===== config.mk =====
export PLATFORM = sky130hd
export DESIGN_NAME = pce_front
export DESIGN_NICKNAME = d
export VERILOG_FILES = /design/src/hdl/pce_pkg.sv /design/src/hdl/pce_front.sv
export SDC_FILE = /design/constraint.sdc
export NUM_CORES = 2
export LEC_CHECK = 0
export ABC_CLOCK_PERIOD_IN_PS = 18100
export CAP_MARGIN = 20
export CORE_MARGIN = 2
export CORE_UTILIZATION = 26
export CTS_BUF_LIST = sky130_fd_sc_hd__clkbuf_8
export DETAILED_ROUTE_END_ITERATION = 10
export DONT_BUFFER_PORTS = 1
export PLACE_DENSITY = 0.37
export SYNTH_ARGS = -nofsm -noshare
export SYNTH_HDL_FRONTEND = slang
export SYNTH_SLANG_ARGS = --single-unit

===== constraint.sdc =====
create_clock -name clk -period 18.1 [get_ports clk]
set_clock_uncertainty 0.15 [all_clocks]
set_input_delay 3.62 -clock clk [delete_from_list [all_inputs] [get_ports clk]]
set_output_delay 3.62 -clock clk [all_outputs]
set_load 0.01 [all_outputs]

===== src/hdl/pce_pkg.sv =====
// Shared constants and types for the Pearson correlation engine.
package pce_pkg;

	localparam int SAMPLE_BITS      = 16;
	localparam int MAX_ROWS         = 65536;
	localparam int RESULT_FRAC_BITS = 15;

	localparam int COUNT_W  = 17;
	localparam int SUM_W    = 33;
	localparam int SQ_W     = 47;
	localparam int CROSS_W  = 48;
	localparam int OPND_W   = 64;
	localparam int PROD_W   = 2 * OPND_W;
	localparam int IN_W     = 32;
	localparam int OUT_W    = 40;
	localparam int RES_W    = RESULT_FRAC_BITS + 1;

	// Per-set sums handed from the accumulator to the result sequencer.
	typedef struct packed {
		logic [COUNT_W-1:0]        n;
		logic signed [SUM_W-1:0]   s1;
		logic signed [SUM_W-1:0]   s2;
		logic [SQ_W-1:0]           q1;
		logic [SQ_W-1:0]           q2;
		logic signed [CROSS_W-1:0] c;
	} sums_t;

	typedef struct packed {
		logic              start;
		logic [OPND_W-1:0] a;
		logic [OPND_W-1:0] b;
	} mul_req_t;

	typedef struct packed {
		logic              done;
		logic [PROD_W-1:0] p;
	} mul_rsp_t;

endpackage


===== src/hdl/pce_front.sv =====
// Accumulator front end: takes one sample pair per cycle while the queue is not full and hands finished sums on.
module pce_front import pce_pkg::*; (
	input  logic               clk,
	input  logic               arst_n,
	input  logic               s_axis_tvalid,
	output logic               s_axis_tready,
	input  logic [IN_W-1:0]    s_axis_tdata,  // first_value[15:0], second_value[31:16]
	input  logic               s_axis_tlast,  // last_row
	output logic               push,
	output sums_t              push_data,
	input  logic               full
);

	logic signed [SAMPLE_BITS-1:0]   x, y;
	logic signed [2*SAMPLE_BITS-1:0] xx, yy, xy;
	logic                            take, add_en;
	sums_t                           acc_q, nxt;

	assign x = $signed(s_axis_tdata[SAMPLE_BITS-1:0]);
	assign y = $signed(s_axis_tdata[2*SAMPLE_BITS-1:SAMPLE_BITS]);
	assign xx = x * x;
	assign yy = y * y;
	assign xy = x * y;

	assign s_axis_tready = !full;
	assign take = s_axis_tvalid && s_axis_tready;
	// Pairs beyond the row limit are dropped, but the set still closes on last_row.
	assign add_en = acc_q.n < COUNT_W'(MAX_ROWS);

	always_comb begin
		nxt = acc_q;
		if (add_en) begin
			nxt.n  = acc_q.n + COUNT_W'(1);
			nxt.s1 = acc_q.s1 + SUM_W'(x);
			nxt.s2 = acc_q.s2 + SUM_W'(y);
			nxt.q1 = acc_q.q1 + SQ_W'($unsigned(xx));
			nxt.q2 = acc_q.q2 + SQ_W'($unsigned(yy));
			nxt.c  = acc_q.c + CROSS_W'(xy);
		end
	end

	assign push = take && s_axis_tlast;
	assign push_data = nxt;

	always_ff @(posedge clk or negedge arst_n) begin
		if (!arst_n) begin
			acc_q <= '0;
		end else if (take) begin
			if (s_axis_tlast) begin
				acc_q <= '0;
			end else begin
				acc_q <= nxt;
			end
		end
	end

endmodule


==> Flow_metrics.wiki <==
{| class="wikitable"
! Metric !! Value
|-
| Startpoint class of the critical path || primary input
|-
| Most area-consuming cells after synthesis || sky130_fd_sc_hd__fa_1, sky130_fd_sc_hd__dfrtp_1, sky130_fd_sc_hd__ha_1, sky130_fd_sc_hd__inv_1, sky130_fd_sc_hd__nand2_1
|-
| Data arrival, critical path || 12.35 ns
|-
| First drt pass iteration count || 5
|-
| Number of enable flip-flop cells after synthesis || 0
|-
| Final HPWL DP || 125000 µm
|-
| Sequential area share after synthesis || 0.115
|-
| Die Area || around 190000 µm²
|-
| Number of global-route vias before repair || 39.8k
|-
| Total gr overflow || 0
|-
| Clock-pin slew on the worst setup and hold paths || 0.06 ns
|-
| Cell taking the most area after synthesis || sky130_fd_sc_hd__fa_1
|-
| Post-detailed-route DRC marker count || 0
|-
| Top reg by flops || acc_q
|-
| Crit. End Element || output pin
|-
| Critical path peak fanout || 53
|-
| Setup TNS Final || 0 ns
|-
| Critical path's top delay family || adder cells
|-
| Proportion of register bits with asynchronous set or reset after synthesis || 1.00
|-
| Seq cells post-synth || 225
|-
| Final slew viol count || 0
|-
| Clk root buf || sky130_fd_sc_hd__clkbuf_8
|-
| Fraction of layout instances using a drive strength above 1 || 0.0368
|-
| Worst path required time || 14.33 ns
|-
| Die height || 438 µm
|-
| Fill cell count || 20.0k
|-
| Initial core utilization || 0.261
|-
| IO Count || 264
|-
| Worst hold-check path type || flip-flop to flip-flop
|-
| Clock tree from TritonCTS || done
|-
| Pin count of the biggest net entering global routing || 226
|-
| Count of clock tree sinks || 225
|-
| DR vias/cell || 4.66
|-
| Netlist area before placement || around 50000 µm²
|-
| Setup-failing EPs final || 0
|-
| Synth top area share || 0.343
|-
| Area growth from synthesis to final layout || 7.76%
|-
| Quantity of hold-fixing buffers added after cts || 0
|-
| Antenna violations before repair || 8
|-
| Total GRT Usage || 0.174
|-
| Setup repair after global routing missed its margin || no
|-
| H-Tree Depth || 2
|-
| Maximum root-to-sink buffer count || 3
|-
| Period utilisation layout || 0.891
|-
| Slowest library cell on the worst path || sky130_fd_sc_hd__a31oi_1
|-
| Number of buffers inserted by port buffering || 0
|-
| Number of gates given a new drive strength after cts || 0
|-
| CP Class || primary input to output pin
|-
| Max-cap violation count || 0
|-
| Ranking of synthesized cells by instance count || sky130_fd_sc_hd__inv_1, sky130_fd_sc_hd__fa_1, sky130_fd_sc_hd__nand2_1
|-
| Leading register cell type out of synthesis || sky130_fd_sc_hd__dfrtp_1
|-
| Total detailed-routing wirelength || between 150000 and 200000 µm
|-
| Largest stage delay on the critical path || 0.62 ns
|-
| Net Count, Synth || 6829
|-
| Synthesized area per cell || 8.85 µm²
|-
| WL per Instance || 20.6 µm
|-
| Worst slew slack as a fraction of its limit || 0.261
|-
| Setup Buffers After CTS || 0
|-
| Number of buffers and inverters on the critical path || 3
|-
| Most common cell in the netlist || sky130_fd_sc_hd__inv_1
|-
| Minimum clock period || 16.12 ns
|-
| Placer congestion estimate || 0.821
|-
| Die span in x || 438 µm
|-
| Largest registers in the final layout || acc_q: 225 flops
|-
| Core box area || 187000 µm²
|-
| Max reg flops || 225
|-
| Number of DRC violations after detailed-routing iteration 0 || 1796
|-
| Status || finished, final reports clean
|-
| Via count || 36.8k
|-
| Placement Rows || 159
|-
| Hold violation count in the final report || 0
|-
| Count of unique library cells instantiated by Yosys || 83
|-
| Clock insertion delay at the later pin of the skew report || 0.83 ns
|-
| First-pass GRT wire length || 254000 µm
|-
| Residual antenna-violating net count after detailed routing || 0
|-
| Synth Warn # || 0
|-
| Number of cells produced by synthesis || 5520
|-
| Slew @ Worst Pin || between 1 and 1.5 ns
|-
| Timing-limited maximum frequency || between 60 and 70 MHz
|-
| # nets final || 6671
|-
| Cts bufs inserted || 58
|}
[metal layers]
metal	part of all wire	global-route usage	vias to the layer above
met5	0.000080	0	-
met4	0.024	0.0412	2
met3	0.057	0.0390	153
met2	0.47	0.284	644
met1	0.45	0.232	18600
li1	-	-	17400
[cell usage in the layout (no fill, tap or decap), types with 116 or more instances in the layout]
cell,Yosys,layout
sky130_fd_sc_hd__ha_1,434,434
sky130_fd_sc_hd__fa_1,838,837
sky130_fd_sc_hd__xnor2_1,186,186
sky130_fd_sc_hd__nand2_1,662,659
sky130_fd_sc_hd__o21ai_0,320,318
sky130_fd_sc_hd__nor2_1,222,221
sky130_fd_sc_hd__and2_1,152,152
sky130_fd_sc_hd__a22o_1,116,116
sky130_fd_sc_hd__inv_1,1013,1027
sky130_fd_sc_hd__dfrtp_1,225,224
sky130_fd_sc_hd__a21o_1,152,152
sky130_fd_sc_hd__a21oi_1,192,192
[cell families after synthesis]
family / after synthesis / share of synthesized area
buffers and inverters: 1272 / 0.0977
DFF: 225 / 0.115
AOI/OAI and AO/OA: 1078 / 0.147
adders and majority gates: 1272 / 0.454
xor gates and xnor gates: 285 / 0.0511
and+or+nand+nor: 1343 / 0.125
muxes: 45 / 0.00983
[final cells by class]
cell class | instances | area [µm²] | share of cell area
multi-input combinational | 4023 | 38500 | 0.731
clock inverter | 30 | 267 | 0.00506
antenna | 5 | 12.5 | 0.000238
clock buffer | 76 | 1050 | 0.0199
sequential | 225 | 5630 | 0.107
timing repair buffer | 34 | 255 | 0.00485
inverter | 1020 | 3830 | 0.0727
tap | 2495 | 3120 | 0.0593
[worst reg2reg max path, cell delays in order (launching register included)]
cell                        delay (ns)
sky130_fd_sc_hd__dfrtp_1          0.35
sky130_fd_sc_hd__inv_1            0.08
sky130_fd_sc_hd__fa_1             0.66
sky130_fd_sc_hd__inv_1            0.10
sky130_fd_sc_hd__fa_1             0.49
sky130_fd_sc_hd__fa_1             0.51
sky130_fd_sc_hd__inv_1            0.05
sky130_fd_sc_hd__fa_1             0.53
sky130_fd_sc_hd__inv_1            0.05
sky130_fd_sc_hd__fa_1             0.40
sky130_fd_sc_hd__ha_1             0.42
sky130_fd_sc_hd__a21o_1           0.24
sky130_fd_sc_hd__a211oi_4         0.31
sky130_fd_sc_hd__o2bb2ai_1        0.22
sky130_fd_sc_hd__a211oi_1         0.18
sky130_fd_sc_hd__a211oi_2         0.52
sky130_fd_sc_hd__o21ai_2          0.18
sky130_fd_sc_hd__a221oi_1         0.50
sky130_fd_sc_hd__a21oi_1          0.17
sky130_fd_sc_hd__xor2_1           0.19
sky130_fd_sc_hd__a22o_1           0.22
[final timing paths]
check / start / endpoint / slack [ns] / cells after the start
max: s_axis_tdata[31] / push_data[85] / 1.98 / 33
min: acc_q[200] / acc_q[200] / 0.36 / 2
max reg2reg: acc_q[15] / acc_q[45] / 11.41 / 20
min reg2reg: acc_q[200] / acc_q[200] / 0.36 / 2
max in group asynchronous: arst_n / acc_q[5] / 14.97 / 0
min in group asynchronous: arst_n / acc_q[132] / 2.36 / 0
[stage by stage]
step	hold WS [ns]	std cells	cell area (µm²)	setup WS, ns	util
2_1_floorplan	0.325	5520	48900	3.04	-
3_3_place_gp	0.345	7795	51300	2.19	0.274
3_5_place_dp	0.354	7796	51300	2.14	0.274
4_1_cts	0.368	7902	52600	2.10	0.281
5_1_grt	0.392	7906	52700	1.47	0.281
6_report	0.361	7908	52700	1.98	0.281
Power is not shown: default switching activity piles up to over one toggle a cycle in this logic, so the estimate is an artifact.
