**src/hdl/pce_pkg.sv**
```systemverilog
// Shared constants and types for the Pearson correlation engine.
package pce_pkg;

	localparam int SAMPLE_BITS      = 16;
	localparam int MAX_ROWS         = 65536;
	localparam int RESULT_FRAC_BITS = 15;

	localparam int COUNT_W  = 17;
	localparam int SUM_W    = 33;
	localparam int SQ_W     = 47;
	localparam int CROSS_W  = 48;
	localparam int OPND_W   = 64;
	localparam int PROD_W   = 2 * OPND_W;
	localparam int IN_W     = 32;
	localparam int OUT_W    = 40;
	localparam int RES_W    = RESULT_FRAC_BITS + 1;

	// Per-set sums handed from the accumulator to the result sequencer.
	typedef struct packed {
		logic [COUNT_W-1:0]        n;
		logic signed [SUM_W-1:0]   s1;
		logic signed [SUM_W-1:0]   s2;
		logic [SQ_W-1:0]           q1;
		logic [SQ_W-1:0]           q2;
		logic signed [CROSS_W-1:0] c;
	} sums_t;

	typedef struct packed {
		logic              start;
		logic [OPND_W-1:0] a;
		logic [OPND_W-1:0] b;
	} mul_req_t;

	typedef struct packed {
		logic              done;
		logic [PROD_W-1:0] p;
	} mul_rsp_t;

endpackage

```
**src/hdl/pce_queue.sv**
```systemverilog
// Two-entry queue of finished sums between the accumulator and the sequencer.
module pce_queue import pce_pkg::*; (
	input  logic  clk,
	input  logic  arst_n,
	input  logic  push,
	input  sums_t push_data,
	output logic  full,
	input  logic  pop,
	output logic  empty,
	output sums_t pop_data
);

	sums_t      mem_q [2];
	logic       wr_ptr_q, rd_ptr_q;
	logic [1:0] count_q;

	assign full = count_q == 2'd2;
	assign empty = count_q == 2'd0;
	assign pop_data = mem_q[rd_ptr_q];

	always_ff @(posedge clk) begin
		if (push) begin
			mem_q[wr_ptr_q] <= push_data;
		end
	end

	always_ff @(posedge clk or negedge arst_n) begin
		if (!arst_n) begin
			wr_ptr_q <= 1'b0;
			rd_ptr_q <= 1'b0;
			count_q  <= 2'd0;
		end else begin
			if (push) begin
				wr_ptr_q <= !wr_ptr_q;
			end
			if (pop) begin
				rd_ptr_q <= !rd_ptr_q;
			end
			if (push && !pop) begin
				count_q <= count_q + 2'd1;
			end else if (pop && !push) begin
				count_q <= count_q - 2'd1;
			end
		end
	end

endmodule

```
**config.mk**
```make
export PLATFORM = sky130hd
export DESIGN_NAME = pce_queue
export DESIGN_NICKNAME = d
export VERILOG_FILES = /design/src/hdl/pce_pkg.sv /design/src/hdl/pce_queue.sv
export SDC_FILE = /design/constraint.sdc
export NUM_CORES = 1
export LEC_CHECK = 0
export BUFFER_PORTS_ARGS = -buffer_cell sky130_fd_sc_hd__buf_4
export CORE_MARGIN = 8
export CORE_UTILIZATION = 30
export DETAILED_ROUTE_END_ITERATION = 8
export PLACE_DENSITY = 0.54
export SETUP_SLACK_MARGIN = 0.4
export SYNTH_ARGS = -nofsm -noshare
export SYNTH_HDL_FRONTEND = slang
export SYNTH_SLANG_ARGS = --single-unit
```
**constraint.sdc**
```tcl
create_clock -name clk -period 13.1 [get_ports clk]
set_input_delay 1.31 -clock clk [delete_from_list [all_inputs] [get_ports clk]]
set_output_delay 1.31 -clock clk [all_outputs]
set_load 0.005 [all_outputs]
```
==> flow_summary.toml, run 1 <==
[power_and_ir_drop]
power_density_nw_per_um2 = 215.9
p_leak_nw = 8.858
p_sw_mw = 1.280
internal-power_mw = 3.667
p_seq_frac = 0.412
power_frac_comb = 0.298
ir_drop_mv = 0.2574
p_sw_frac = 0.2587
p_clk_frac = 0.290

[setup_path]
critPathSlowestCell = "dfrtp_4"
rr_worst_depth = 3
rrSetupSlack_ns = 10.03
timing.rr.start = "wr_ptr_q"
worstPathArrival_ns = 3.91
rr_endpoint = "mem_q[1][73]"
slowest_delay_ns = 1.03
crit_top_cell = "buf_4"
crit_path_max_fanout = 123
end_kind = "output port"
required_ns = 11.79
worstSetupPathType = "flip-flop to output port"
path_cells = "buf_12 -> buf_4 -> mux2_2 -> buf_4"
critPathLaunchType = "flip-flop"

[floorplanning]
core_um2 = 56170
die_x_um = 254.0
top_level_ports = 456
design.die.area_um2 = 64500
start_util = 0.3025
die_h_um = 254.0
rows = 87

[yosys]
syn_avg_cell_area_um2 = 23.73
yosys.area.top_type = "edfxtp_1"
yosysMostFrequentCell = "edfxtp_1"
netlist_area_um2 = 16990
yosys_warnings = 0
yosysSeqAreaShare = 0.8012
postSynthRegisterBits = 454
async_reset_ff_frac = 0.008811
netlist_instances = 716
netlist_top_cells_count = "edfxtp_1 (450), mux2_4 (140), mux2_2 (85)"
synth_edf_count = 450
synth_flop_cell = "edfxtp_1"
ys_types = 13
synth_area_leaders = "edfxtp_1 (80%), mux2_4 (12%), mux2_2 (5.6%)"
synthesis.nets = 946
yosysTopAreaCellShare = 0.7953

[finish]
stdcell_count = 2002
syn_to_final_growth_pct = 34.83
final_layout_size_suffix_gt1_frac = 0.6117
nNetsFinal = 1434
fillers = 5163

[timing]
slew_viol_final = 0
period_needed_ns = 5.221
fin_skew_ns = 0.01553
hold_viol_final = 0
rsz0062_at_grt = "false"
period_share = 0.3985
max_freq_ghz = 0.1915
setup_tns_ns = 0
worstMarginPinSlew_ns = 1.261
relSlewSlack = 0.1593
finalSetupViolations = 0

[worst_hold_path]
hold_end = "count_q[1]"
whs_path_depth = 1
hp-start = "count_q[1]"
hold_path_class = "flip-flop to flip-flop"

[route]
firstDrtPassIters = 4
ant_nets = 0
drtIter0Drc = 489
drt-vias-per-instance = 4.196
drcViolationCount = 0
vias = 8401
wirelength_um = 40820
wire_per_inst_um = 20.39

[global_routing]
antenna_found_initial = 4
grt_max_degree = 160
grt_use_total = 0.1199
grt_pass1_wl_um = 58570
grt.overflow.total = 0
grt_pass1_vias = 9179

[placement]
place_inst = 1909
gp_congestion = 0.7380
port-buffer-count = 455
place_hpwl_um = 28410

[status]
outcome = "complete, no violations"

[clocking]
clkLatencyLatePin_ns = 0.56
cts_resized = 0
cts.sinks = 454
cts_hold_buf = 0
cts_made_buffers = 49
clk_pin_slew_ns = 0.06
htreeDepth = 2
cts_buffer_depth = 3
cts_setup_buffers = 0
cts_root_buffer = "clkbuf_16"
cts_tree = "built"

[job]
max-cap-violations = 0
## critical path, delay by kind of cell (launching register included)
| family | cells | cell delay (ns) |
|---|---|---|
| buffers and inverters | 3 | 1.40 |
| flip-flops | 1 | 1.03 |
| multiplexers | 1 | 0.43 |
## per-stage QoR
stage	power (mW)	hold WS, ns	worst slack (ns)	instance area [µm²]	util
after CTS	5.047	0.4925	7.734	22900	0.4077
after global routing	5.179	0.5008	7.650	22900	0.4078
final	4.946	0.4917	7.879	22910	0.4078
after floorplan	2.943	0.4555	1.257	16990	-
after global placement	3.581	0.4786	8.401	21210	0.3776
after detailed placement	3.586	0.4874	8.365	21210	0.3776
## how the worst max path moves through the flow
| stage | start | to | slack [ns] | cells after the start |
|---|---|---|---|---|
| 2_1_floorplan | push | mem_q[0][0] | 1.26 | 1 |
| 3_3_place_gp | rd_ptr_q | pop_data[12] | 8.40 | 4 |
| 3_5_place_dp | rd_ptr_q | pop_data[12] | 8.36 | 4 |
| 4_1_cts | rd_ptr_q | pop_data[12] | 7.73 | 4 |
| 5_1_grt | rd_ptr_q | pop_data[207] | 7.65 | 4 |
| 6_report | rd_ptr_q | pop_data[207] | 7.88 | 4 |
## cells in the final DEF, fill, tap and decap left out, types with 3 or more instances in the layout
cell type  instances
buf_4            460
bufinv_16          9
clkbuf_1          10
clkbuf_16         51
clkinv_1          10
clkinv_2           7
dfrtp_1            3
edfxtp_1         450
mux2_2            85
mux2_4           140
xor2_1             4
## cell families (layout without fill, tap and decap cells)
logic type / count (synthesis) / count (layout) / share of synthesized area
multiplexers: 225 / 225 / 0.1801
buffers and inverters: 26 / 554 / 0.01384
XOR/XNOR: 5 / 5 / 0.002577
AND/OR/NAND/NOR: 5 / 5 / 0.001547
other: 0 / 2 / 0
flip-flops: 454 / 454 / 0.8012
adder cells (fa/ha/maj): 1 / 1 / 0.0007363
## state kept, by name, indices dropped and copies added (netlist names)
signal	flops
wr_ptr_q	1
rd_ptr_q	1
count_q	2
mem_q	450
## layout make-up
cell class	instances	area (µm²)	area share
antenna	2	5.005	0.0002185
clock buffer	61	1314	0.05735
clock inverter	30	376.6	0.01644
inverter	1	3.754	0.0001639
multi-input combinational	236	3152	0.1376
sequential	454	13620	0.5944
tap	756	945.9	0.04129
timing repair buffer	462	3493	0.1525
## power by group through the flow
stage               sequential, mW  clock [mW]  combinational, mW
finish                        2.04        1.43               1.47
detailed placement            2.08           0               1.51
global placement              2.07           0               1.51
global route                  2.07        1.54               1.57
CTS                           2.05        1.49               1.51
floorplan                     2.10           0              0.846
## per-layer routing
layer | track usage | share of wire
met1 | 0.1387 | 0.39
met2 | 0.2045 | 0.51
met3 | 0.04601 | 0.085
met4 | 0.03677 | 0.021
met5 | 0 | 0
Note: power is estimated with default switching activity, not from simulation.
==> inputs of run 2 (changes only) <==
--- a/config.mk
+++ b/config.mk
@@ -9,7 +9,7 @@
 export CORE_MARGIN = 8
 export CORE_UTILIZATION = 30
 export DETAILED_ROUTE_END_ITERATION = 8
-export PLACE_DENSITY = 0.54
+export PLACE_DENSITY = 0.56
 export SETUP_SLACK_MARGIN = 0.4
 export SYNTH_ARGS = -nofsm -noshare
 export SYNTH_HDL_FRONTEND = slang
==> constraint.sdc (replaced) <==
create_clock -name clk -period 4.8 [get_ports clk]
set_input_delay 0.48 -clock clk [delete_from_list [all_inputs] [get_ports clk]]
set_output_delay 0.48 -clock clk [all_outputs]
set_load 0.005 [all_outputs]
==> run 2 against run 1 <==
Global-route usage shrank 0.37 points. Highest routed layer is now met5. Combinational power grew to 2.7 times the previous value. Via count is 0.21% lower. Critical path type unchanged. Clock skew about the same. Total power grew to 2.7 times the previous value. Sequential share of layout area is 0.058 points lower. Clock power grew to 2.7 times the previous value. Worst setup slack got worse by 6.3 ns. Routed wire length shrank 2.6%. Die area stayed put. Non-clock buffer count rose by 2. Critical path depth is 1 lower.
==> flow_summary.toml, run 2 (same netlist as run 1, synthesis figures left out) <==
[setup_path]
rr_worst_depth = 2
cp-startpoint = "rd_ptr_q"
critPathSlowestCell = "dfrtp_4"
required_ns = 4.32
worstPathArrival_ns = 2.77
end_kind = "output port"
path_cells = "buf_12 -> mux2_4 -> buf_4"
rr_endpoint = "mem_q[1][219]"
endpoint = "pop_data[125]"
rrSetupSlack_ns = 2.77
path_delay_family = "flip-flops"
critPathLaunchType = "flip-flop"
worstSetupPathType = "flip-flop to output port"
crit_path_max_fanout = 92
slowest_delay_ns = 0.92
crit_buf_inv = 2
cp.depth = 3
timing.rr.start = "wr_ptr_q"

[floorplanning]
rows = 87
top_level_ports = 456
die_x_um = 254.0
start_util = 0.3025
design.die.area_um2 = 64500
core_um2 = 56170
die_h_um = 254.0

[finish]
final_area_um2 = 22930
reg.largest.list = "mem_q x450, count_q x2"
final_cell_mix = "buf_4 (457), edfxtp_1 (450), mux2_4 (140)"
regMostFlops = "mem_q"
nNetsFinal = 1438
syn_to_final_growth_pct = 34.96
largest_reg_flops = 450
final_layout_size_suffix_gt1_frac = 0.6151
final_common_cell = "buf_4"

[route]
wire_per_inst_um = 19.83
firstDrtPassIters = 4
vias = 8383
drt-vias-per-instance = 4.183
wirelength_um = 39740
drcViolationCount = 0
drtIter0Drc = 327
ant_nets = 0

[placement]
place_hpwl_um = 27200
port-buffer-count = 455
pre_cts_ws_ns = 2.137
gp_congestion = 0.7297
place_area_um2 = 21270

[timing]
fin_ws_ns = 1.550
rsz0062_at_grt = "false"
fin_skew_ns = 0.01555
hold_viol_final = 0
max_freq_ghz = 0.3077
setup_tns_ns = 0
worstMarginPinSlew_ns = 0.8342
period_needed_ns = 3.250
relSlewSlack = 0.4439
finalSetupViolations = 0
slew_viol_final = 0
period_share = 0.6772

[worst_hold_path]
hold_path_class = "primary input to flip-flop"
whs_path_depth = 2

[clocking]
cts.sinks = 454
cts_made_buffers = 51
htreeDepth = 2
cts_buffer_depth = 3
clk_pin_slew_ns = 0.05
cts_resized = 0
cts_setup_buffers = 0
clkLatencyLatePin_ns = 0.57
cts_tree = "built"
cts_hold_buf = 1
cts_root_buffer = "clkbuf_16"

[global_routing]
grt_use_total = 0.1162
grt_pass1_wl_um = 56780
grt_pass1_vias = 8998
antenna_found_initial = 3
grt_max_degree = 117
grt.overflow.total = 0

[power_and_ir_drop]
ir_drop_mv = 0.3492
p_leak_nw = 8.854
power_density_nw_per_um2 = 581.5

[job]
max-cap-violations = 0

[status]
outcome = "complete, no violations"
run 2: cell count changes in the layout (fill, tap and decap cells not counted):
| cell | previous run | this run |
|---|---|---|
| buf_12 | 2 | 6 |
| buf_4 | 460 | 457 |
| bufinv_16 | 9 | 5 |
| clkbuf_1 | 10 | 6 |
| clkbuf_16 | 51 | 52 |
| clkinv_2 | 7 | 9 |
| clkinv_4 | 1 | 2 |
| clkinv_8 | 0 | 1 |
| clkinvlp_4 | 1 | 5 |
| diode_2 | 2 | 1 |
| dlygate4sd3_1 | 0 | 1 |
| inv_6 | 2 | 1 |
| inv_8 | 0 | 1 |
run 2: cell type report:
cell class	instances	area [µm²]
Clock buffer	58	1324
Antenna cell	1	2.502
Clock inverter	34	324.1
Fill cell	5112	33240
Inverter	1	3.754
Sequential cell	454	13620
Tap cell	756	945.9
Timing Repair Buffer	464	3561
Multi-Input combinational cell	236	3152
run 2: through the flow:
stage	std cells	utilization	total power, mW	hold WS, ns
floorplan	716	-	7.857	0.1844
global placement	1910	0.3787	9.734	0.2853
detailed placement	1910	0.3787	9.758	0.2857
CTS	2003	0.4082	13.64	0.01875
global route	2003	0.4082	13.99	0.04188
finish	2004	0.4082	13.33	0.08555
run 2: where the power goes:
| part | switching (mW) | total, mW | internal [mW] |
|---|---|---|---|
| registers | 0.262 | 5.52 | 5.26 |
| clock network | 1.54 | 3.79 | 2.25 |
| logic | 1.71 | 4.02 | 2.31 |
| total | 3.51 | 13.3 | 9.82 |
run 2: how the worst min path moves through the flow:
stage	startpoint	to
5_1_grt	push_data[121]	mem_q[0][121]
6_report	pop	rd_ptr_q
2_1_floorplan	arst_n	count_q[0]
4_1_cts	push_data[206]	mem_q[0][206]
3_5_place_dp	arst_n	count_q[1]
3_3_place_gp	arst_n	count_q[0]
run 2: worst register-to-register path, delay by kind of cell (launching register included):
kind / cells / cell delay (ns)
simple gates: 1 / 0.73
buf+inv: 1 / 0.48
flops: 1 / 0.41
run 2: routing by layer:
metal	vias up	GRT usage	part of all wire
met5	-	0	0.00065
met4	4	0.03873	0.027
met2	276	0.2004	0.51
met3	75	0.05000	0.094
li1	3848	-	-
met1	4180	0.1278	0.37
