`src/hdl/pce_pkg.sv`:
```
// Shared constants and types for the Pearson correlation engine.
package pce_pkg;

	localparam int SAMPLE_BITS      = 16;
	localparam int MAX_ROWS         = 65536;
	localparam int RESULT_FRAC_BITS = 15;

	localparam int COUNT_W  = 17;
	localparam int SUM_W    = 33;
	localparam int SQ_W     = 47;
	localparam int CROSS_W  = 48;
	localparam int OPND_W   = 64;
	localparam int PROD_W   = 2 * OPND_W;
	localparam int IN_W     = 32;
	localparam int OUT_W    = 40;
	localparam int RES_W    = RESULT_FRAC_BITS + 1;

	// Per-set sums handed from the accumulator to the result sequencer.
	typedef struct packed {
		logic [COUNT_W-1:0]        n;
		logic signed [SUM_W-1:0]   s1;
		logic signed [SUM_W-1:0]   s2;
		logic [SQ_W-1:0]           q1;
		logic [SQ_W-1:0]           q2;
		logic signed [CROSS_W-1:0] c;
	} sums_t;

	typedef struct packed {
		logic              start;
		logic [OPND_W-1:0] a;
		logic [OPND_W-1:0] b;
	} mul_req_t;

	typedef struct packed {
		logic              done;
		logic [PROD_W-1:0] p;
	} mul_rsp_t;

endpackage

```
`src/hdl/pce_back.sv`:
```
// Result sequencer: variances, covariance, division and square root, output register.
module pce_back import pce_pkg::*; (
	input  logic              clk,
	input  logic              arst_n,
	input  logic              empty,
	input  sums_t             pop_data,
	output logic              pop,
	output mul_req_t          mreq,
	input  mul_rsp_t          mrsp,
	output logic              m_axis_tvalid,
	input  logic              m_axis_tready,
	output logic [OUT_W-1:0]  m_axis_tdata  // correlation[15:0], zero_variance[16], rows_seen[33:17]
);

	localparam logic [2:0] ST_IDLE = 3'd0;
	localparam logic [2:0] ST_MUL  = 3'd1;
	localparam logic [2:0] ST_DIV  = 3'd2;
	localparam logic [2:0] ST_SQRT = 3'd3;
	localparam logic [2:0] ST_FIN  = 3'd4;

	localparam logic [2:0] OP_N_Q1  = 3'd0;
	localparam logic [2:0] OP_S1_S1 = 3'd1;
	localparam logic [2:0] OP_N_Q2  = 3'd2;
	localparam logic [2:0] OP_S2_S2 = 3'd3;
	localparam logic [2:0] OP_N_C   = 3'd4;
	localparam logic [2:0] OP_S1_S2 = 3'd5;
	localparam logic [2:0] OP_VAR   = 3'd6;
	localparam logic [2:0] OP_MAG   = 3'd7;

	localparam int DVD_W  = PROD_W + 2 * RESULT_FRAC_BITS + 2;
	localparam int DIV_RW = 125;
	localparam int QUO_W  = 2 * RESULT_FRAC_BITS + 3;
	localparam int ROOT_W = RESULT_FRAC_BITS + 2;
	localparam int ONE    = 1 << RESULT_FRAC_BITS;

	logic [2:0]          state_q, op_q;
	sums_t               e_q;
	logic                start_q, zero_q, neg_q;
	logic [OPND_W-1:0]   t_q, sxx_q, syy_q, mag_q, diff;
	logic [DIV_RW-1:0]   prod_q, rem_q;
	logic [DVD_W-1:0]    dvd_q;
	logic [QUO_W-1:0]    quo_q;
	logic [7:0]          cnt_q;
	logic [ROOT_W-1:0]   root_q, trial, m_val;
	logic [4:0]          bit_q;
	logic [2*ROOT_W-1:0] trial_sq;
	logic [DIV_RW:0]     r2, rdiff;
	logic [RES_W-1:0]    corr, corr_q;
	logic                zv_q;
	logic [COUNT_W-1:0]  rows_q;

	assign pop = (state_q == ST_IDLE) && !empty;
	assign diff = t_q - mrsp.p[OPND_W-1:0];

	always_comb begin
		mreq.start = start_q;
		mreq.a = '0;
		mreq.b = '0;
		case (op_q)
			OP_N_Q1: begin
				mreq.a = OPND_W'(e_q.n);
				mreq.b = OPND_W'(e_q.q1);
			end
			OP_S1_S1: begin
				mreq.a = OPND_W'(e_q.s1);
				mreq.b = OPND_W'(e_q.s1);
			end
			OP_N_Q2: begin
				mreq.a = OPND_W'(e_q.n);
				mreq.b = OPND_W'(e_q.q2);
			end
			OP_S2_S2: begin
				mreq.a = OPND_W'(e_q.s2);
				mreq.b = OPND_W'(e_q.s2);
			end
			OP_N_C: begin
				mreq.a = OPND_W'(e_q.n);
				mreq.b = OPND_W'(e_q.c);
			end
			OP_S1_S2: begin
				mreq.a = OPND_W'(e_q.s1);
				mreq.b = OPND_W'(e_q.s2);
			end
			OP_VAR: begin
				mreq.a = sxx_q;
				mreq.b = syy_q;
			end
			OP_MAG: begin
				mreq.a = mag_q;
				mreq.b = mag_q;
			end
			default: begin
				mreq.a = '0;
				mreq.b = '0;
			end
		endcase
	end

	// Restoring division step: the remainder always stays below the divisor.
	assign r2 = {rem_q, dvd_q[DVD_W-1]};
	assign rdiff = r2 - {1'b0, prod_q};

	assign trial = root_q | (ROOT_W'(1) << bit_q);
	assign trial_sq = trial * trial;

	// The largest odd value not above the root is 2m-1, so m rounds half away from zero.
	assign m_val = ROOT_W'(({1'b0, root_q} + (ROOT_W + 1)'(1)) >> 1);

	always_comb begin
		if (zero_q) begin
			corr = '0;
		end else if (!neg_q && m_val == ROOT_W'(ONE)) begin
			corr = RES_W'(ONE - 1);
		end else if (neg_q) begin
			corr = RES_W'(ROOT_W'(0) - m_val);
		end else begin
			corr = RES_W'(m_val);
		end
	end

	assign m_axis_tdata = {{(OUT_W - COUNT_W - 1 - RES_W){1'b0}}, rows_q, zv_q, corr_q};

	always_ff @(posedge clk) begin
		if (pop) begin
			e_q <= pop_data;
		end
		case (state_q)
			ST_MUL: begin
				if (mrsp.done) begin
					case (op_q)
						OP_N_Q1, OP_N_Q2, OP_N_C: t_q <= mrsp.p[OPND_W-1:0];
						OP_S1_S1: sxx_q <= diff;
						OP_S2_S2: syy_q <= diff;
						OP_S1_S2: begin
							neg_q <= diff[OPND_W-1];
							mag_q <= diff[OPND_W-1] ? OPND_W'(0) - diff : diff;
						end
						OP_VAR: prod_q <= mrsp.p[DIV_RW-1:0];
						OP_MAG: begin
							dvd_q <= {mrsp.p, {(DVD_W - PROD_W){1'b0}}};
							rem_q <= '0;
							quo_q <= '0;
						end
						default: t_q <= t_q;
					endcase
				end
			end
			ST_DIV: begin
				dvd_q <= dvd_q << 1;
				quo_q <= {quo_q[QUO_W-2:0], !rdiff[DIV_RW]};
				rem_q <= rdiff[DIV_RW] ? r2[DIV_RW-1:0] : rdiff[DIV_RW-1:0];
			end
			ST_SQRT: begin
				if (trial_sq <= (2 * ROOT_W)'(quo_q)) begin
					root_q <= trial;
				end
			end
			default: begin
				root_q <= root_q;
			end
		endcase
		if (state_q == ST_DIV && cnt_q == 8'd1) begin
			root_q <= '0;
		end
		if (state_q == ST_FIN && (!m_axis_tvalid || m_axis_tready)) begin
			corr_q <= corr;
			zv_q   <= zero_q;
			rows_q <= e_q.n;
		end
	end

	always_ff @(posedge clk or negedge arst_n) begin
		if (!arst_n) begin
			state_q       <= ST_IDLE;
			op_q          <= OP_N_Q1;
			start_q       <= 1'b0;
			zero_q        <= 1'b0;
			cnt_q         <= '0;
			bit_q         <= '0;
			m_axis_tvalid <= 1'b0;
		end else begin
			start_q <= 1'b0;
			if (m_axis_tvalid && m_axis_tready) begin
				m_axis_tvalid <= 1'b0;
			end
			case (state_q)
				ST_IDLE: begin
					if (!empty) begin
						op_q    <= OP_N_Q1;
						start_q <= 1'b1;
						zero_q  <= 1'b0;
						state_q <= ST_MUL;
					end
				end
				ST_MUL: begin
					if (mrsp.done) begin
						if (op_q == OP_MAG) begin
							cnt_q   <= 8'(DVD_W);
							state_q <= ST_DIV;
						end else if (op_q == OP_S1_S2 && (sxx_q == '0 || syy_q == '0)) begin
							zero_q  <= 1'b1;
							state_q <= ST_FIN;
						end else begin
							op_q    <= op_q + 3'd1;
							start_q <= 1'b1;
						end
					end
				end
				ST_DIV: begin
					cnt_q <= cnt_q - 8'd1;
					if (cnt_q == 8'd1) begin
						bit_q   <= 5'(ROOT_W - 1);
						state_q <= ST_SQRT;
					end
				end
				ST_SQRT: begin
					bit_q <= bit_q - 5'd1;
					if (bit_q == 5'd0) begin
						state_q <= ST_FIN;
					end
				end
				ST_FIN: begin
					if (!m_axis_tvalid || m_axis_tready) begin
						m_axis_tvalid <= 1'b1;
						state_q       <= ST_IDLE;
					end
				end
				default: begin
					state_q <= ST_IDLE;
				end
			endcase
		end
	end

endmodule

```
`config.mk`:
```
export PLATFORM = sky130hd
export DESIGN_NAME = pce_back
export DESIGN_NICKNAME = d
export VERILOG_FILES = /design/src/hdl/pce_pkg.sv /design/src/hdl/pce_back.sv
export SDC_FILE = /design/constraint.sdc
export NUM_CORES = 2
export LEC_CHECK = 0
export BUFFER_PORTS_ARGS = -buffer_cell sky130_fd_sc_hd__buf_2
export CORE_UTILIZATION = 25
export DETAILED_ROUTE_END_ITERATION = 10
export GPL_TIMING_DRIVEN = 0
export SYNTH_ARGS = -nofsm -noshare
export SYNTH_HDL_FRONTEND = slang
export SYNTH_SLANG_ARGS = --single-unit
```
`constraint.sdc`:
```
create_clock -name clk -period 33.4 [get_ports clk]
set_input_delay 6.68 -clock clk [delete_from_list [all_inputs] [get_ports clk]]
set_output_delay 6.68 -clock clk [all_outputs]
set_load 0.01 [all_outputs]
```
==> impl_metrics.yaml <==
yosys:
  netlist-cell-type-count: 106
  ys.flop_type: "edfxtp_1"
  synth_edf_count: 927
  async_reset_ff_share_pct: 2.28
  yosysTopAreaCell: "edfxtp_1"
  muxShareOfSynthArea_pct: 0.415
  seq_area_frac_synth_pct: 47.2
  ys_ff_latch: 966
  avgSynthCellArea_sq_um: 10.2
  yosys.area_share.adder_pct: 13.4
  synth_top_family_by_area: "compound AO/OA/AOI/OAI gates"
  yosys.area_share.simple_pct: 13.0
  synth_top_cell_area_share_pct: 45.8
  synth_xor_area_share_pct: 4.03
  synthTopCellsByArea: "edfxtp_1 (46%), ha_1 (7.0%), fa_1 (6.4%), nand2_1 (5.1%), a21oi_1 (3.7%)"
  netlist_instances: 5948
  synth_warnings: 0
  synth-compound-area-share_pct: 16.3
  syn_area_sq_um: 60800
drt:
  post_drt_wl_per_cell_um: 22.6
  post_drt_via_cell_ratio: 5.03
  antenna_left: 0
  routed_wl_um: 225000
  drt_iter0_markers: 5199
  vias: 50000
  drt_pre_antenna_iters: 8
  drc: 0
global_routing:
  track_usage_pct: 17.9
  grt_pass1_wl_um: 326000
  grt_overflow: 0
  antenna_found_initial: 92
  grt_pass1_vias: 48700
  grt_max_degree: 36
layout:
  nets: 7523
  drive_gt1_share_pct: 12.5
  stdcell_count: 9941
  area_delta_synth_final_pct: 18.2
  layout_commonest_cell: "edfxtp_1"
  layout_common_cells: "edfxtp_1 (927), nand2_1 (834), inv_1 (583)"
clocking:
  cts_buffers: 106
  cts_tree: "built"
  cts_resized: 0
  clockBufferDepth: 3
  cts_setup_buffers: 0
  worst_skew_pair.late_latency_ns: 0.80
  cts_max_level: 3
  cts_hold_buffers: 0
  cts-root-buf: "clkbuf_16"
  cts_num_sinks: 966
  clkTransAtPathRegs_ns: 0.06
setup_path:
  cp.required_ns: 26.72
  cp_slowest_cell: "nor4_4"
  start_kind: "primary input"
  reg2reg_slack_ns: 21.92
  reg2regPathDepth: 39
  crit_fanout: 13
  crit_arrival_ns: 8.16
  crit_start: "empty"
  crit_top_cell: "buf_6"
  max_stage_delay_ns: 0.41
  cp-end-kind: "output port"
  endpoint: "pop"
  r2r_end: "root_q[13]$_SDFFE_PP0P_"
  r2r-start: "bit_q[4]$_DFFE_PN0P_"
  crit_type: "primary input to output port"
  crit_chain: "buf_2 > nor4_4 > buf_6 > buf_8 > buf_6 > buf_6 > buf_2"
die:
  initial_utilization_pct: 25.2
  row_count: 180
  die_area_sq_um: 245000
  fp.dieW_um: 495
  boundaryPins: 529
  coreArea_sq_um: 241000
  fp.dieH_um: 495
timing:
  layout_setup_ws_ns: 18.56
  min_period_ns: 14.84
  slew_viol_final: 0
  max_freq_mhz: 67.4
  finalClockSkew_ns: 0.0772
  worstMarginPinSlew_ns: 1.40
  slew_headroom_pct: 6.40
  period_share_pct: 44.4
  setup_violations: 0
  grt_setup_unrepaired: "false"
  hold_viol: 0
place:
  dpl_worst_slack_ns: 18.53
  port_buffers: 522
  dp_hpwl_um: 181000
  routabilityCongestion: 0.945
  dp.cells: 9707
outcome:
  outcome: "finished clean"
run:
  cap_violations: 0
worst_hold_path:
  hp-class: "register to register"
-- critical path, delay by kind of cell --
family / cells / cell delay (ns)
AND/OR/NAND/NOR: 1 / 0.41
buffers and inverters: 6 / 1.04
-- routing by layer --
layer | wire length [um] | global-route usage (%) | up-vias
met3 | 20400 | 4.30 | 432
met4 | 7780 | 6.66 | 78
met2 | 101000 | 28.1 | 2127
met1 | 95000 | 23.6 | 24500
li1 | - | - | 22800
met5 | 479 | 0 | -
-- layout make-up --
class | instances | area, sq um
clock buffer | 128 | 2760
buffer | 301 | 1180
inverter | 591 | 2220
multi-input combinational | 4095 | 28800
timing repair buffer | 569 | 3400
sequential | 966 | 28700
fill | 25000 | 169000
antenna | 38 | 95.1
clock inverter | 68 | 744
tap | 3185 | 3990
-- worst min-delay path by stage --
stage	from	to	slack (ns)	cells after the start
4_1_cts	e_q[208]$_DFFE_PP_	rows_q[0]$_DFFE_PP_	0.45	0
3_5_place_dp	e_q[208]$_DFFE_PP_	rows_q[0]$_DFFE_PP_	0.44	0
5_1_grt	e_q[214]$_DFFE_PP_	rows_q[6]$_DFFE_PP_	0.47	0
6_report	e_q[208]$_DFFE_PP_	rows_q[0]$_DFFE_PP_	0.45	0
2_1_floorplan	zero_q$_DFFE_PN0P_	zv_q$_DFFE_PP_	0.42	0
3_3_place_gp	zero_q$_DFFE_PN0P_	zv_q$_DFFE_PP_	0.43	0
-- registers in the layout (all words and copies together) (netlist names), 16 cells and up --
signal	cells
sxx_q	64
mag_q	64
rows_q	17
corr_q	16
quo_q	33
t_q	64
prod_q	125
rem_q	125
syy_q	64
dvd_q	128
root_q	17
e_q	225
-- synth_stat cells, types with 9 or more instances --
library cell,instances
dfxtp_1,17
a21boi_0,11
or2_2,15
o21bai_1,68
a222oi_1,48
a22oi_1,32
a22o_1,56
nand2b_1,22
and3_1,28
clkbuf_1,269
inv_1,583
nor4_1,53
edfxtp_1,927
and4_1,9
nand2_1,834
nor2b_1,22
a21oi_1,448
a221o_1,56
o21a_1,31
nor2_1,367
ha_1,341
nand3_1,98
nor3_1,81
o21ai_1,10
dfrtp_1,22
a211oi_1,28
a31oi_1,83
buf_4,9
a221oi_1,42
xor2_1,104
mux2_2,18
o211ai_1,13
and2_1,37
xnor2_1,174
nand4_1,103
buf_1,14
or3_1,43
fa_1,194
buf_2,9
o21ai_0,273
o31ai_1,38
a21o_1,140
o31a_1,12
-- logic make-up after synthesis --
kind of cell | after synthesis
xor+xnor | 279
simple gates | 1758
other cells | 1
fa+ha+maj | 535
mux | 23
compound gates | 1494
buf+inv | 892
flops | 966
-- stage by stage --
stage                     cell area (sq um)  hold slack, ns  utilization [%]  TNS, ns
after global placement                67500           0.434             28.0   -0.175
after global routing                  71900           0.468             29.8        0
after detailed placement              68300           0.442             28.3        0
after CTS                             71800           0.454             29.8        0
after floorplan                       60900           0.423                -        0
final                                 71900           0.453             29.8        0
Power is left out: the tool's default activity adds up to more than one toggle a clock period on the data nets, which glitch-free logic cannot reach.
