<file path="config.mk">
export PLATFORM = sky130hd
export DESIGN_NAME = pce_mul
export DESIGN_NICKNAME = d
export VERILOG_FILES = /design/src/hdl/pce_pkg.sv /design/src/hdl/pce_mul.sv
export SDC_FILE = /design/constraint.sdc
export NUM_CORES = 1
export LEC_CHECK = 0
export BUFFER_PORTS_ARGS = -buffer_cell sky130_fd_sc_hd__clkbuf_2
export CAP_MARGIN = 10
export CORE_MARGIN = 3
export CORE_UTILIZATION = 59
export DETAILED_ROUTE_END_ITERATION = 12
export GPL_ROUTABILITY_DRIVEN = 0
export PLACE_DENSITY = 0.82
export SLEW_MARGIN = 20
export SYNTH_ARGS = -nofsm -noshare
export SYNTH_HDL_FRONTEND = slang
export SYNTH_SLANG_ARGS = --single-unit
</file>
<file path="constraint.sdc">
create_clock -name clk -period 4.65 [get_ports clk]
set_input_delay 0 -clock clk [delete_from_list [all_inputs] [get_ports clk]]
set_output_delay 0 -clock clk [all_outputs]
set_load 0.01 [all_outputs]
</file>
<file path="src/hdl/pce_pkg.sv">
// Shared constants and types for the Pearson correlation engine.
package pce_pkg;

	localparam int SAMPLE_BITS      = 16;
	localparam int MAX_ROWS         = 65536;
	localparam int RESULT_FRAC_BITS = 15;

	localparam int COUNT_W  = 17;
	localparam int SUM_W    = 33;
	localparam int SQ_W     = 47;
	localparam int CROSS_W  = 48;
	localparam int OPND_W   = 64;
	localparam int PROD_W   = 2 * OPND_W;
	localparam int IN_W     = 32;
	localparam int OUT_W    = 40;
	localparam int RES_W    = RESULT_FRAC_BITS + 1;

	// Per-set sums handed from the accumulator to the result sequencer.
	typedef struct packed {
		logic [COUNT_W-1:0]        n;
		logic signed [SUM_W-1:0]   s1;
		logic signed [SUM_W-1:0]   s2;
		logic [SQ_W-1:0]           q1;
		logic [SQ_W-1:0]           q2;
		logic signed [CROSS_W-1:0] c;
	} sums_t;

	typedef struct packed {
		logic              start;
		logic [OPND_W-1:0] a;
		logic [OPND_W-1:0] b;
	} mul_req_t;

	typedef struct packed {
		logic              done;
		logic [PROD_W-1:0] p;
	} mul_rsp_t;

endpackage

</file>
<file path="src/hdl/pce_mul.sv">
// Shift-add multiplier, one multiplier bit per cycle, full-width unsigned product.
module pce_mul import pce_pkg::*; (
	input  logic     clk,
	input  logic     arst_n,
	input  mul_req_t req,
	output mul_rsp_t rsp
);

	logic [PROD_W-1:0] acc_q;
	logic [OPND_W-1:0] mcand_q;
	logic [6:0]        cnt_q;
	logic              busy_q, done_q;
	logic [OPND_W:0]   sum;

	assign sum = {1'b0, acc_q[PROD_W-1:OPND_W]} + (acc_q[0] ? {1'b0, mcand_q} : '0);
	assign rsp.done = done_q;
	assign rsp.p = acc_q;

	always_ff @(posedge clk) begin
		if (req.start) begin
			acc_q   <= {{OPND_W{1'b0}}, req.b};
			mcand_q <= req.a;
		end else if (busy_q) begin
			acc_q <= {sum, acc_q[OPND_W-1:1]};
		end
	end

	always_ff @(posedge clk or negedge arst_n) begin
		if (!arst_n) begin
			cnt_q  <= '0;
			busy_q <= 1'b0;
			done_q <= 1'b0;
		end else begin
			done_q <= 1'b0;
			if (req.start) begin
				cnt_q  <= 7'(OPND_W);
				busy_q <= 1'b1;
			end else if (busy_q) begin
				cnt_q <= cnt_q - 7'd1;
				if (cnt_q == 7'd1) begin
					busy_q <= 1'b0;
					done_q <= 1'b1;
				end
			end
		end
	end

endmodule

</file>
==> run_results.csv, run 1 <==
group,metric,value,unit
global_routing,grtUsageMet3,6.42,%
synthesis,ys_seq_area_share,47.5,%
layout,ff_latch_area,5350,um2
global_routing,grt_pass1_wl,53.1,mm
clock_tree,cts_resized,0,
synthesis,syn_avg_cell_area,10.6,um2
place,dp_hpwl,22.0,mm
critical_path,cp.required,5.06,ns
layout,postLayoutCellArea,14800,um2
clock_tree,numCtsBuffers,23,
critical_path,cp_max_fo,23,
detailed_routing,vias_per_cell,5.99,
hold_path,worstHoldStart,"req[128]",
critical_path,worst_setup_path_end_kind,"flop",
clock_tree,cts_tree,"done",
synthesis,synth_warnings,0,
hold_path,hold_class,"primary input to flop",
detailed_routing,route.detailed.drc,0,
timing,period_minus_slack,4.02,ns
critical_path,cp_slowest_stage_delay,0.91,ns
detailed_routing,wirelength,34.5,mm
global_routing,grt_pass1_vias,10300,
layout,final_cell_mix,"clkbuf_2, dlygate4sd3_1, edfxtp_1",
critical_path,rr_worst_depth,11,
status,status,"complete, no violations",
timing,fin_crit_sh,86.4,%
synthesis,synth-edff-count,128,
clock_tree,cts_buffer_depth,3,
place,dpl_cell_area,12700,um2
timing,fin_ws,0.631,ns
critical_path,cp_slowest_cell,"o31ai_1",
hold_path,hold_depth,2,
clock_tree,post_cts_buffers,0,
global_routing,grtUsageMet2,56.3,%
synthesis,synth.largest_area_cell,"edfxtp_1",
detailed_routing,ant_nets,0,
detailed_routing,drt_first_pass_iters,6,
critical_path,r2r_start,"acc_q[0]",
timing,tightest_slew,1.08,ns
timing,hold_violations,0,
clock_tree,cts-root-buf,"clkbuf_16",
synthesis,netlist_area,11300,um2
synthesis,synth.distinct_cells,65,
detailed_routing,vias,10100,
synthesis,ys_seq_elements,201,
global_routing,gr-max-usage-layer,"met2",
critical_path,cp_cell_sequence,"buf_4 > and2_1 > ha_1 > nand4_1 > or2_2 > nor2_1 > nand2_1 > o31ai_1 > a21oi_1 > xor2_1 > o21ai_0",
die,core,18400,um2
critical_path,r2r-end,"acc_q[112]",
global_routing,grt_overflow_total,0,
synthesis,synthFlopType,"edfxtp_1",
synthesis,syn_inst,1066,
critical_path,r2r_slack,0.63,ns
global_routing,grt_start_max_net_pins,105,
synthesis,yosysTopAreaCellShare,34.1,%
clock_tree,htree_levels,1,
layout,multi_input_area,5660,um2
die,top_level_ports,260,
layout,nets,1637,
critical_path,crit_arrival,4.43,ns
synthesis,syn_nets,1264,
die,row_count,49,
layout,syn_to_final_growth,31.3,%
detailed_routing,drt_iter0_drc,611,
critical_path,worstSetupPathType,"flop to flop",
layout,drive_gt1_share,26.6,%
timing,hold_ws,0.0356,ns
clock_tree,clk_latency,0.51,ns
die,die_area,20800,um2
timing,slew_violations,0,
detailed_routing,wl_per_cell,20.5,um
timing,skew,0.0121,ns
synthesis,postSynth.asyncResetShare,4.48,%
layout,fillers,1137,
die,die_w,144,um
timing,timing.fmax,249,MHz
power_and_ir_drop,p_per_area,482,nW/um2
place,port_buffers,259,
power_and_ir_drop,vdd_drop_max,0.000361,V
timing,setup_tns,0,ns
power_and_ir_drop,leakagePower,0.00669,uW
die,dieHeight,144,um
clock_tree,cts.clk_slew.worst_paths,0.06,ns
job,drv_cap,0,
global_routing,grt_use_met1,37.9,%
critical_path,start_kind,"flop",
timing,setup_violations,0,
die,initial_utilization,61.3,%
global_routing,antenna_found_initial,0,
layout,layout_commonest_cell,"clkbuf_2",
timing,slew_headroom,27.2,%
synthesis,synth.top_cells.by_area,"edfxtp_1, dfxtp_1, ha_1, mux2_2, and2_1",
global_routing,grt.total_usage,32.2,%
timing,rsz0062_at_grt,"false",
place,pre_cts_ws,0.805,ns
hold_path,holdPathEnd,"acc_q[67]",
clock_tree,clock-sinks,201,
-- state kept, by name, summed over array words and instances (netlist names) --
| name | cells |
|---|---|
| done_q | 1 |
| mcand_q | 64 |
| cnt_q | 7 |
| busy_q | 1 |
| acc_q | 128 |
-- worst max path at each step --
stage          startpoint    endpoint  slack (ns)  cells after the start
3_5_place_dp     acc_q[0]  acc_q[122]        0.80                     13
6_report         acc_q[0]  acc_q[112]        0.63                     11
5_1_grt          acc_q[0]  acc_q[122]        0.43                     13
4_1_cts          acc_q[0]  acc_q[122]        0.78                     13
2_1_floorplan    acc_q[0]  acc_q[125]        1.39                     15
3_3_place_gp     acc_q[0]  acc_q[122]        0.80                     13
-- cell usage after synthesis, drive strengths merged (4+ instances only) --
cell type and number:
nor2 88, or3 5, edfxtp 128, a31oi 11, buf 13, mux2 64
clkbuf 35, dfrtp 9, dfxtp 64, a21oi 77, nor3 9, and2 67
a21o 31, a211oi 11, nand2b 7, and3 4, nand3 7, nor2b 4
inv 17, xnor2 37, nand2 91, o21bai 16, nand4 19, o31ai 6
nor4 5, xor2 25, mux2i 26, o21ai 68, ha 66, o21a 17
a221o 5
-- cell type report --
type                       count  area share [%]
antenna                        2          0.0338
clock buffer                  31            4.36
clock inverter                11           0.938
inverter                      17           0.431
multi-input combinational    800            38.2
sequential                   201            36.1
tap                          229            1.94
timing repair buffer         396            17.9
-- cells by family after synthesis --
family	after synthesis	synth area share (%)
AO/OA/AOI/OAI	269	15.8
XOR/XNOR	62	4.82
flip-flops	201	47.5
multiplexers	90	8.70
buffers and inverters	65	2.38
adder cells (fa/ha/maj)	67	7.50
AND/OR/NAND/NOR	312	13.4
-- timing repair --
action,in CTS,in global routing
endpoints found under the setup margin,0,0
hold endpoints to repair,137,0
hold buffers,130,0
-- per-stage QoR --
| stage | total power (uW) | utilization [%] | cells |
|---|---|---|---|
| floorplan | 4280 | - | 1066 |
| global placement | 5010 | 69.1 | 1513 |
| detailed placement | 5070 | 69.1 | 1513 |
| CTS | 7060 | 80.5 | 1685 |
| global route | 7490 | 80.5 | 1685 |
| finish | 7140 | 80.5 | 1687 |
-- metal layers --
| layer | share of wire (%) | up-vias | wire length (um) |
|---|---|---|---|
| li1 | - | 4655 | - |
| met1 | 37 | 4744 | 12900 |
| met2 | 49 | 577 | 16900 |
| met3 | 7.9 | 131 | 2730 |
| met4 | 5.9 | 0 | 2030 |
| met5 | 0 | - | 0 |
-- where the power goes --
part	internal (uW)	leakage [uW]	switching (uW)
Clock	1140	0.000391	751
Sequential	2280	0.00194	314
Combinational	1130	0.00435	1520
Total	4550	0.00669	2590
-- worst max-delay path, delay by kind of cell, from the launching register on --
| family | cells | cell delay [ns] |
|---|---|---|
| compound gates | 3 | 1.34 |
| simple gates | 5 | 0.92 |
| flops | 1 | 0.68 |
| fa+ha+maj | 1 | 0.44 |
| buf+inv | 1 | 0.33 |
| xor+xnor | 1 | 0.20 |
Power figures use the tool's default switching activity.
==> run 2, diff against run 1 <==
Settings changed: RECOVER_POWER from default to 100.
==> run 2 against run 1 <==
The flow now finishes with violations (capacitance limit, slew limit). Critical path depth is 2 higher. Sequential power hardly changed. Sequential cell count stayed put. Critical path type unchanged. Combinational power is 3% lower. First-iteration DRC count is 6.4% higher. Hold slack better by 0.16 ns. Sequential share of layout area is 0.59 points higher. Non-clock buffer count stayed put. Core utilization is 1.3 points lower. Maximum frequency is 3.3% lower. Global-route usage stayed put.
==> run_results.csv, run 2 (synthesized netlist as in run 1, its figures left out) <==
group,metric,value,unit
detailed_routing,drt_iter0_drc,650,
clock_tree,htree_levels,1,
place,port_buffers,259,
die,dieHeight,144,um
critical_path,crit_arrival,4.59,ns
clock_tree,numCtsBuffers,23,
global_routing,grt_start_max_net_pins,105,
detailed_routing,ant_nets,0,
status,violations,"capacitance limit, slew limit",
global_routing,grt_pass1_vias,10300,
critical_path,cp_max_fo,23,
timing,setup_tns,0,ns
die,die_area,20800,um2
timing,timing.fmax,241,MHz
global_routing,grt_pass1_wl,53.1,mm
timing,hold_violations,0,
critical_path,start_kind,"flop",
global_routing,antenna_found_initial,0,
layout,syn_to_final_growth,29.2,%
detailed_routing,vias_per_cell,5.94,
clock_tree,cts-root-buf,"clkbuf_16",
layout,drive_gt1_share,16.3,%
die,row_count,49,
clock_tree,clk_latency,0.51,ns
layout,layout_commonest_cell,"clkbuf_1",
die,initial_utilization,61.3,%
timing,fin_crit_sh,89.3,%
job,drv_cap,2,
power_and_ir_drop,finalPower,7060,uW
timing,tightest_slew,2.53,ns
layout,largest_register,"acc_q",
layout,final_util,79.2,%
layout,top_regs,"acc_q x128, mcand_q x64, cnt_q x7",
detailed_routing,wl_per_cell,20.4,um
die,die_w,144,um
place,pre_cts_ws,0.805,ns
power_and_ir_drop,vdd_drop_max,0.000360,V
timing,setup_violations,0,
layout,post_layout_nonfiller_instances,1687,
detailed_routing,route.detailed.drc,0,
timing,rsz0062_at_grt,"false",
layout,final_cell_mix,"clkbuf_1, dlygate4sd3_1, edfxtp_1",
clock_tree,cts.clk_slew.worst_paths,0.06,ns
timing,slew_violations,170,
layout,nets,1637,
global_routing,grt.total_usage,32.2,%
critical_path,worst_setup_path_end_kind,"flop",
critical_path,worstSetupPathType,"flop to flop",
detailed_routing,drt_first_pass_iters,5,
hold_path,hold_class,"primary input to flop",
die,core,18400,um2
die,top_level_ports,260,
clock_tree,clock-sinks,201,
clock_tree,post_cts_buffers,0,
timing,period_minus_slack,4.15,ns
place,dp_hpwl,22.0,mm
global_routing,grt_overflow_total,0,
place,dp.cells,1513,
layout,largest_register_ffs,128,
timing,slew_headroom,-68.6,%
detailed_routing,vias,10000,
critical_path,cp.required,5.08,ns
power_and_ir_drop,leakagePower,0.00621,uW
clock_tree,cts_tree,"done",
status,status,"finished, violations left",
timing,skew,0.0127,ns
clock_tree,cts_buffer_depth,3,
detailed_routing,wirelength,34.5,mm
timing,fin_ws,0.496,ns
power_and_ir_drop,p_per_area,485,nW/um2
==> run 2: cell types whose count changed in the layout (fill, tap and decap cells not counted), moves of 2 or more <==
cell / delta
clkbuf_1: +137
and2_1: -5
o21ai_0: +6
mux2_2: -5
buf_4: -3
o21ai_1: -4
clkbuf_2: -133
and2_0: +5
o21ai_2: -2
mux2_1: +5
==> run 2: power by group <==
| group | leakage, uW | switching (uW) | internal [uW] |
|---|---|---|---|
| sequential | 0.00194 | 313 | 2280 |
| combinational | 0.00388 | 1520 | 1050 |
| clock | 0.000391 | 750 | 1140 |
==> run 2: routing by layer <==
| metal | GRT usage, % | vias up | wire length [um] |
|---|---|---|---|
| met5 | 0 | - | 0 |
| met4 | 15.9 | 0 | 2280 |
| met3 | 6.42 | 145 | 2420 |
| met2 | 56.3 | 512 | 16600 |
| met1 | 37.9 | 4705 | 13200 |
| li1 | - | 4660 | - |
==> run 2: final cells by class <==
type	instances	area, um2
multi-input combinational	800	5610
sequential	201	5350
fill	1242	3820
timing repair buffer	396	2470
clock buffer	31	646
tap	229	287
clock inverter	11	139
inverter	17	63.8
antenna	2	5.00
==> run 2: worst paths after layout <==
kind,startpoint,to,slack [ns],cells past startpoint
worst min-delay path,req[115],mcand_q[51],0.20,2
worst min register to register,acc_q[107],acc_q[107],0.47,2
min in group asynchronous,arst_n,cnt_q[1],0.51,3
max in group asynchronous,arst_n,busy_q,3.81,3
worst max-delay path,acc_q[0],acc_q[122],0.50,13
worst max register to register,acc_q[0],acc_q[122],0.50,13
==> run 2: timing repair <==
item | CTS | global route
hold endpoints to repair | 137 | 0
gates resized for setup | 0 | 0
hold buffers | 130 | 0
==> run 2: worst max-delay path: stages (launching register included) <==
cell	delay [ns]
edfxtp_1	0.68
buf_4	0.33
and2_0	0.16
ha_1	0.42
nand4_1	0.19
or2_0	0.30
o22ai_2	0.14
o32ai_1	0.13
a2111oi_0	0.51
nor2_1	0.17
o21ai_0	0.47
a31oi_1	0.23
nor2_1	0.15
mux2i_1	0.18
==> run 2: stage by stage <==
stage,hold WS [ns],instance area (um2)
2_1_floorplan,-0.296,11300
3_3_place_gp,-0.133,12700
3_5_place_dp,-0.129,12700
4_1_cts,0.0496,14800
6_report,0.198,14600
5_1_grt,0.202,14600
==> run 3, diff against run 2 <==
Settings changed: PLACE_DENSITY 0.82 to 0.86.
==> run 3 against run 2 <==
The flow still finishes with violations (capacitance limit, slew limit). Die area stayed put. Global-route usage is 1.2 points lower. Power is 3.5% lower. Via count is 1.0% lower. Hold slack hardly changed. Register-to-register slack hardly changed. Combinational power hardly changed. Largest power group unchanged. Highest routed layer unchanged.
==> run_results.csv, run 3 (synthesized netlist as in run 1, its figures left out) <==
group,metric,value,unit
layout,largest_register,"acc_q",
global_routing,antenna_found_initial,0,
layout,largest_register_ffs,128,
timing,period_minus_slack,4.16,ns
critical_path,crit_arrival,4.60,ns
timing,tightest_slew,3.20,ns
layout,top_regs,"acc_q x128, mcand_q x64, cnt_q x7",
clock_tree,cts-root-buf,"clkbuf_16",
status,status,"finished, violations left",
die,initial_utilization,61.3,%
power_and_ir_drop,vdd_drop_max,0.000258,V
hold_path,hold_class,"primary input to flop",
critical_path,cp_max_fo,46,
job,drv_cap,1,
clock_tree,cts_resized,0,
global_routing,grt_pass1_wl,51.5,mm
detailed_routing,ant_nets,0,
die,dieHeight,144,um
clock_tree,clk_latency,0.51,ns
die,row_count,49,
layout,multi_input_area,5620,um2
critical_path,cp_cell_sequence,"buf_12 > and2_1 > ha_1 > nand4_1 > or2_0 > o22ai_1 > o32ai_1 > a2111oi_0 > nor2_1 > o21ai_0 > a31oi_1 > nor2_1 > mux2i_1",
clock_tree,cts.clk_slew.worst_paths,0.06,ns
layout,layout_commonest_cell,"clkbuf_1",
clock_tree,htree_levels,1,
layout,drive_gt1_share,15.9,%
layout,post_layout_nonfiller_instances,1685,
global_routing,grt_start_max_net_pins,60,
place,port_buffers,259,
clock_tree,cts_tree,"done",
place,dp_hpwl,22.0,mm
detailed_routing,route.detailed.drc,0,
clock_tree,clock-sinks,201,
place,dp.cells,1514,
status,violations,"capacitance limit, slew limit",
layout,diodes,0,
clock_tree,post_cts_buffers,0,
critical_path,cp_slowest_stage_delay,0.68,ns
detailed_routing,vias_per_cell,5.89,
critical_path,cp.required,5.09,ns
timing,hold_violations,0,
critical_path,path_common_cell,"nor2_1",
die,top_level_ports,260,
detailed_routing,drt_first_pass_iters,5,
layout,final_cell_mix,"clkbuf_1, dlygate4sd3_1, edfxtp_1",
layout,fillers,1218,
critical_path,worst_setup_path_end_kind,"flop",
timing,slew_violations,59,
clock_tree,numCtsBuffers,22,
die,die_w,144,um
die,die_area,20800,um2
detailed_routing,vias,9918,
layout,syn_to_final_growth,28.7,%
global_routing,grt.total_usage,31.1,%
detailed_routing,wirelength,33.2,mm
detailed_routing,drt_iter0_drc,742,
timing,skew,0.0327,ns
critical_path,worstSetupPathType,"flop to flop",
timing,timing.fmax,240,MHz
power_and_ir_drop,leakagePower,0.00621,uW
layout,nets,1638,
timing,fin_crit_sh,89.4,%
die,core,18400,um2
detailed_routing,wl_per_cell,19.7,um
clock_tree,cts_buffer_depth,3,
critical_path,cp_slowest_cell,"edfxtp_1",
layout,ff_latch_area,5350,um2
critical_path,start_kind,"flop",
timing,setup_violations,0,
global_routing,grt_overflow_total,0,
timing,slew_headroom,-113,%
power_and_ir_drop,p_per_area,470,nW/um2
clock_tree,cts_hold_buf,131,
global_routing,grt_pass1_vias,9910,
timing,rsz0062_at_grt,"false",
timing,setup_tns,0,ns
-- run 3: metal layers --
metal  share of wire [%]  routed length (um)  GRT usage, %
met5                   0                   0             0
met4                 5.2                1740          13.4
met3                 8.0                2650          6.58
met2                  49               16100          54.1
met1                  38               12700          37.3
-- run 3: critical path, delay by kind of cell, from the launching register on --
kind | cells | cell delay (ns)
AO/OA/AOI/OAI | 5 | 1.57
adder cells (fa/ha/maj) | 1 | 0.42
buffers and inverters | 1 | 0.31
flip-flops | 1 | 0.68
multiplexers | 1 | 0.20
AND/OR/NAND/NOR | 5 | 0.91
-- run 3: through the flow --
| step | setup slack [ns] | cell area (um2) | util, % | hold slack (ns) | total power, uW |
|---|---|---|---|---|---|
| 2_1_floorplan | 1.39 | 11300 | - | -0.296 | 4280 |
| 3_3_place_gp | 0.875 | 12700 | 69.2 | -0.135 | 5010 |
| 3_5_place_dp | 0.729 | 12700 | 69.2 | -0.135 | 5070 |
| 4_1_cts | 0.700 | 14700 | 80.1 | 0.185 | 6840 |
| 5_1_grt | 0.201 | 14500 | 78.9 | 0.209 | 7180 |
| 6_report | 0.492 | 14500 | 78.9 | 0.198 | 6810 |
-- run 3: final cells by class --
type	count	share of cell area (%)
Multi-Input combinational cell	800	38.7
Sequential cell	201	36.9
Timing Repair Buffer	398	17.2
Clock buffer	35	4.55
Tap cell	229	1.98
Inverter	17	0.440
Clock inverter	5	0.164
-- run 3: final timing paths --
check / start / endpoint / slack, ns / cells past startpoint
max: acc_q[0] / acc_q[122] / 0.49 / 13
min: req[111] / mcand_q[47] / 0.20 / 2
max reg2reg: acc_q[0] / acc_q[122] / 0.49 / 13
min reg2reg: acc_q[104] / acc_q[104] / 0.48 / 2
max in group asynchronous: arst_n / cnt_q[0] / 3.83 / 3
min in group asynchronous: arst_n / done_q / 0.51 / 3
-- run 3: power by group --
group          leakage, uW  switching, uW  internal [uW]
sequential         0.00194            302           2280
clock             0.000339            706            971
combinational      0.00393           1500           1060
total              0.00621           2500           4310
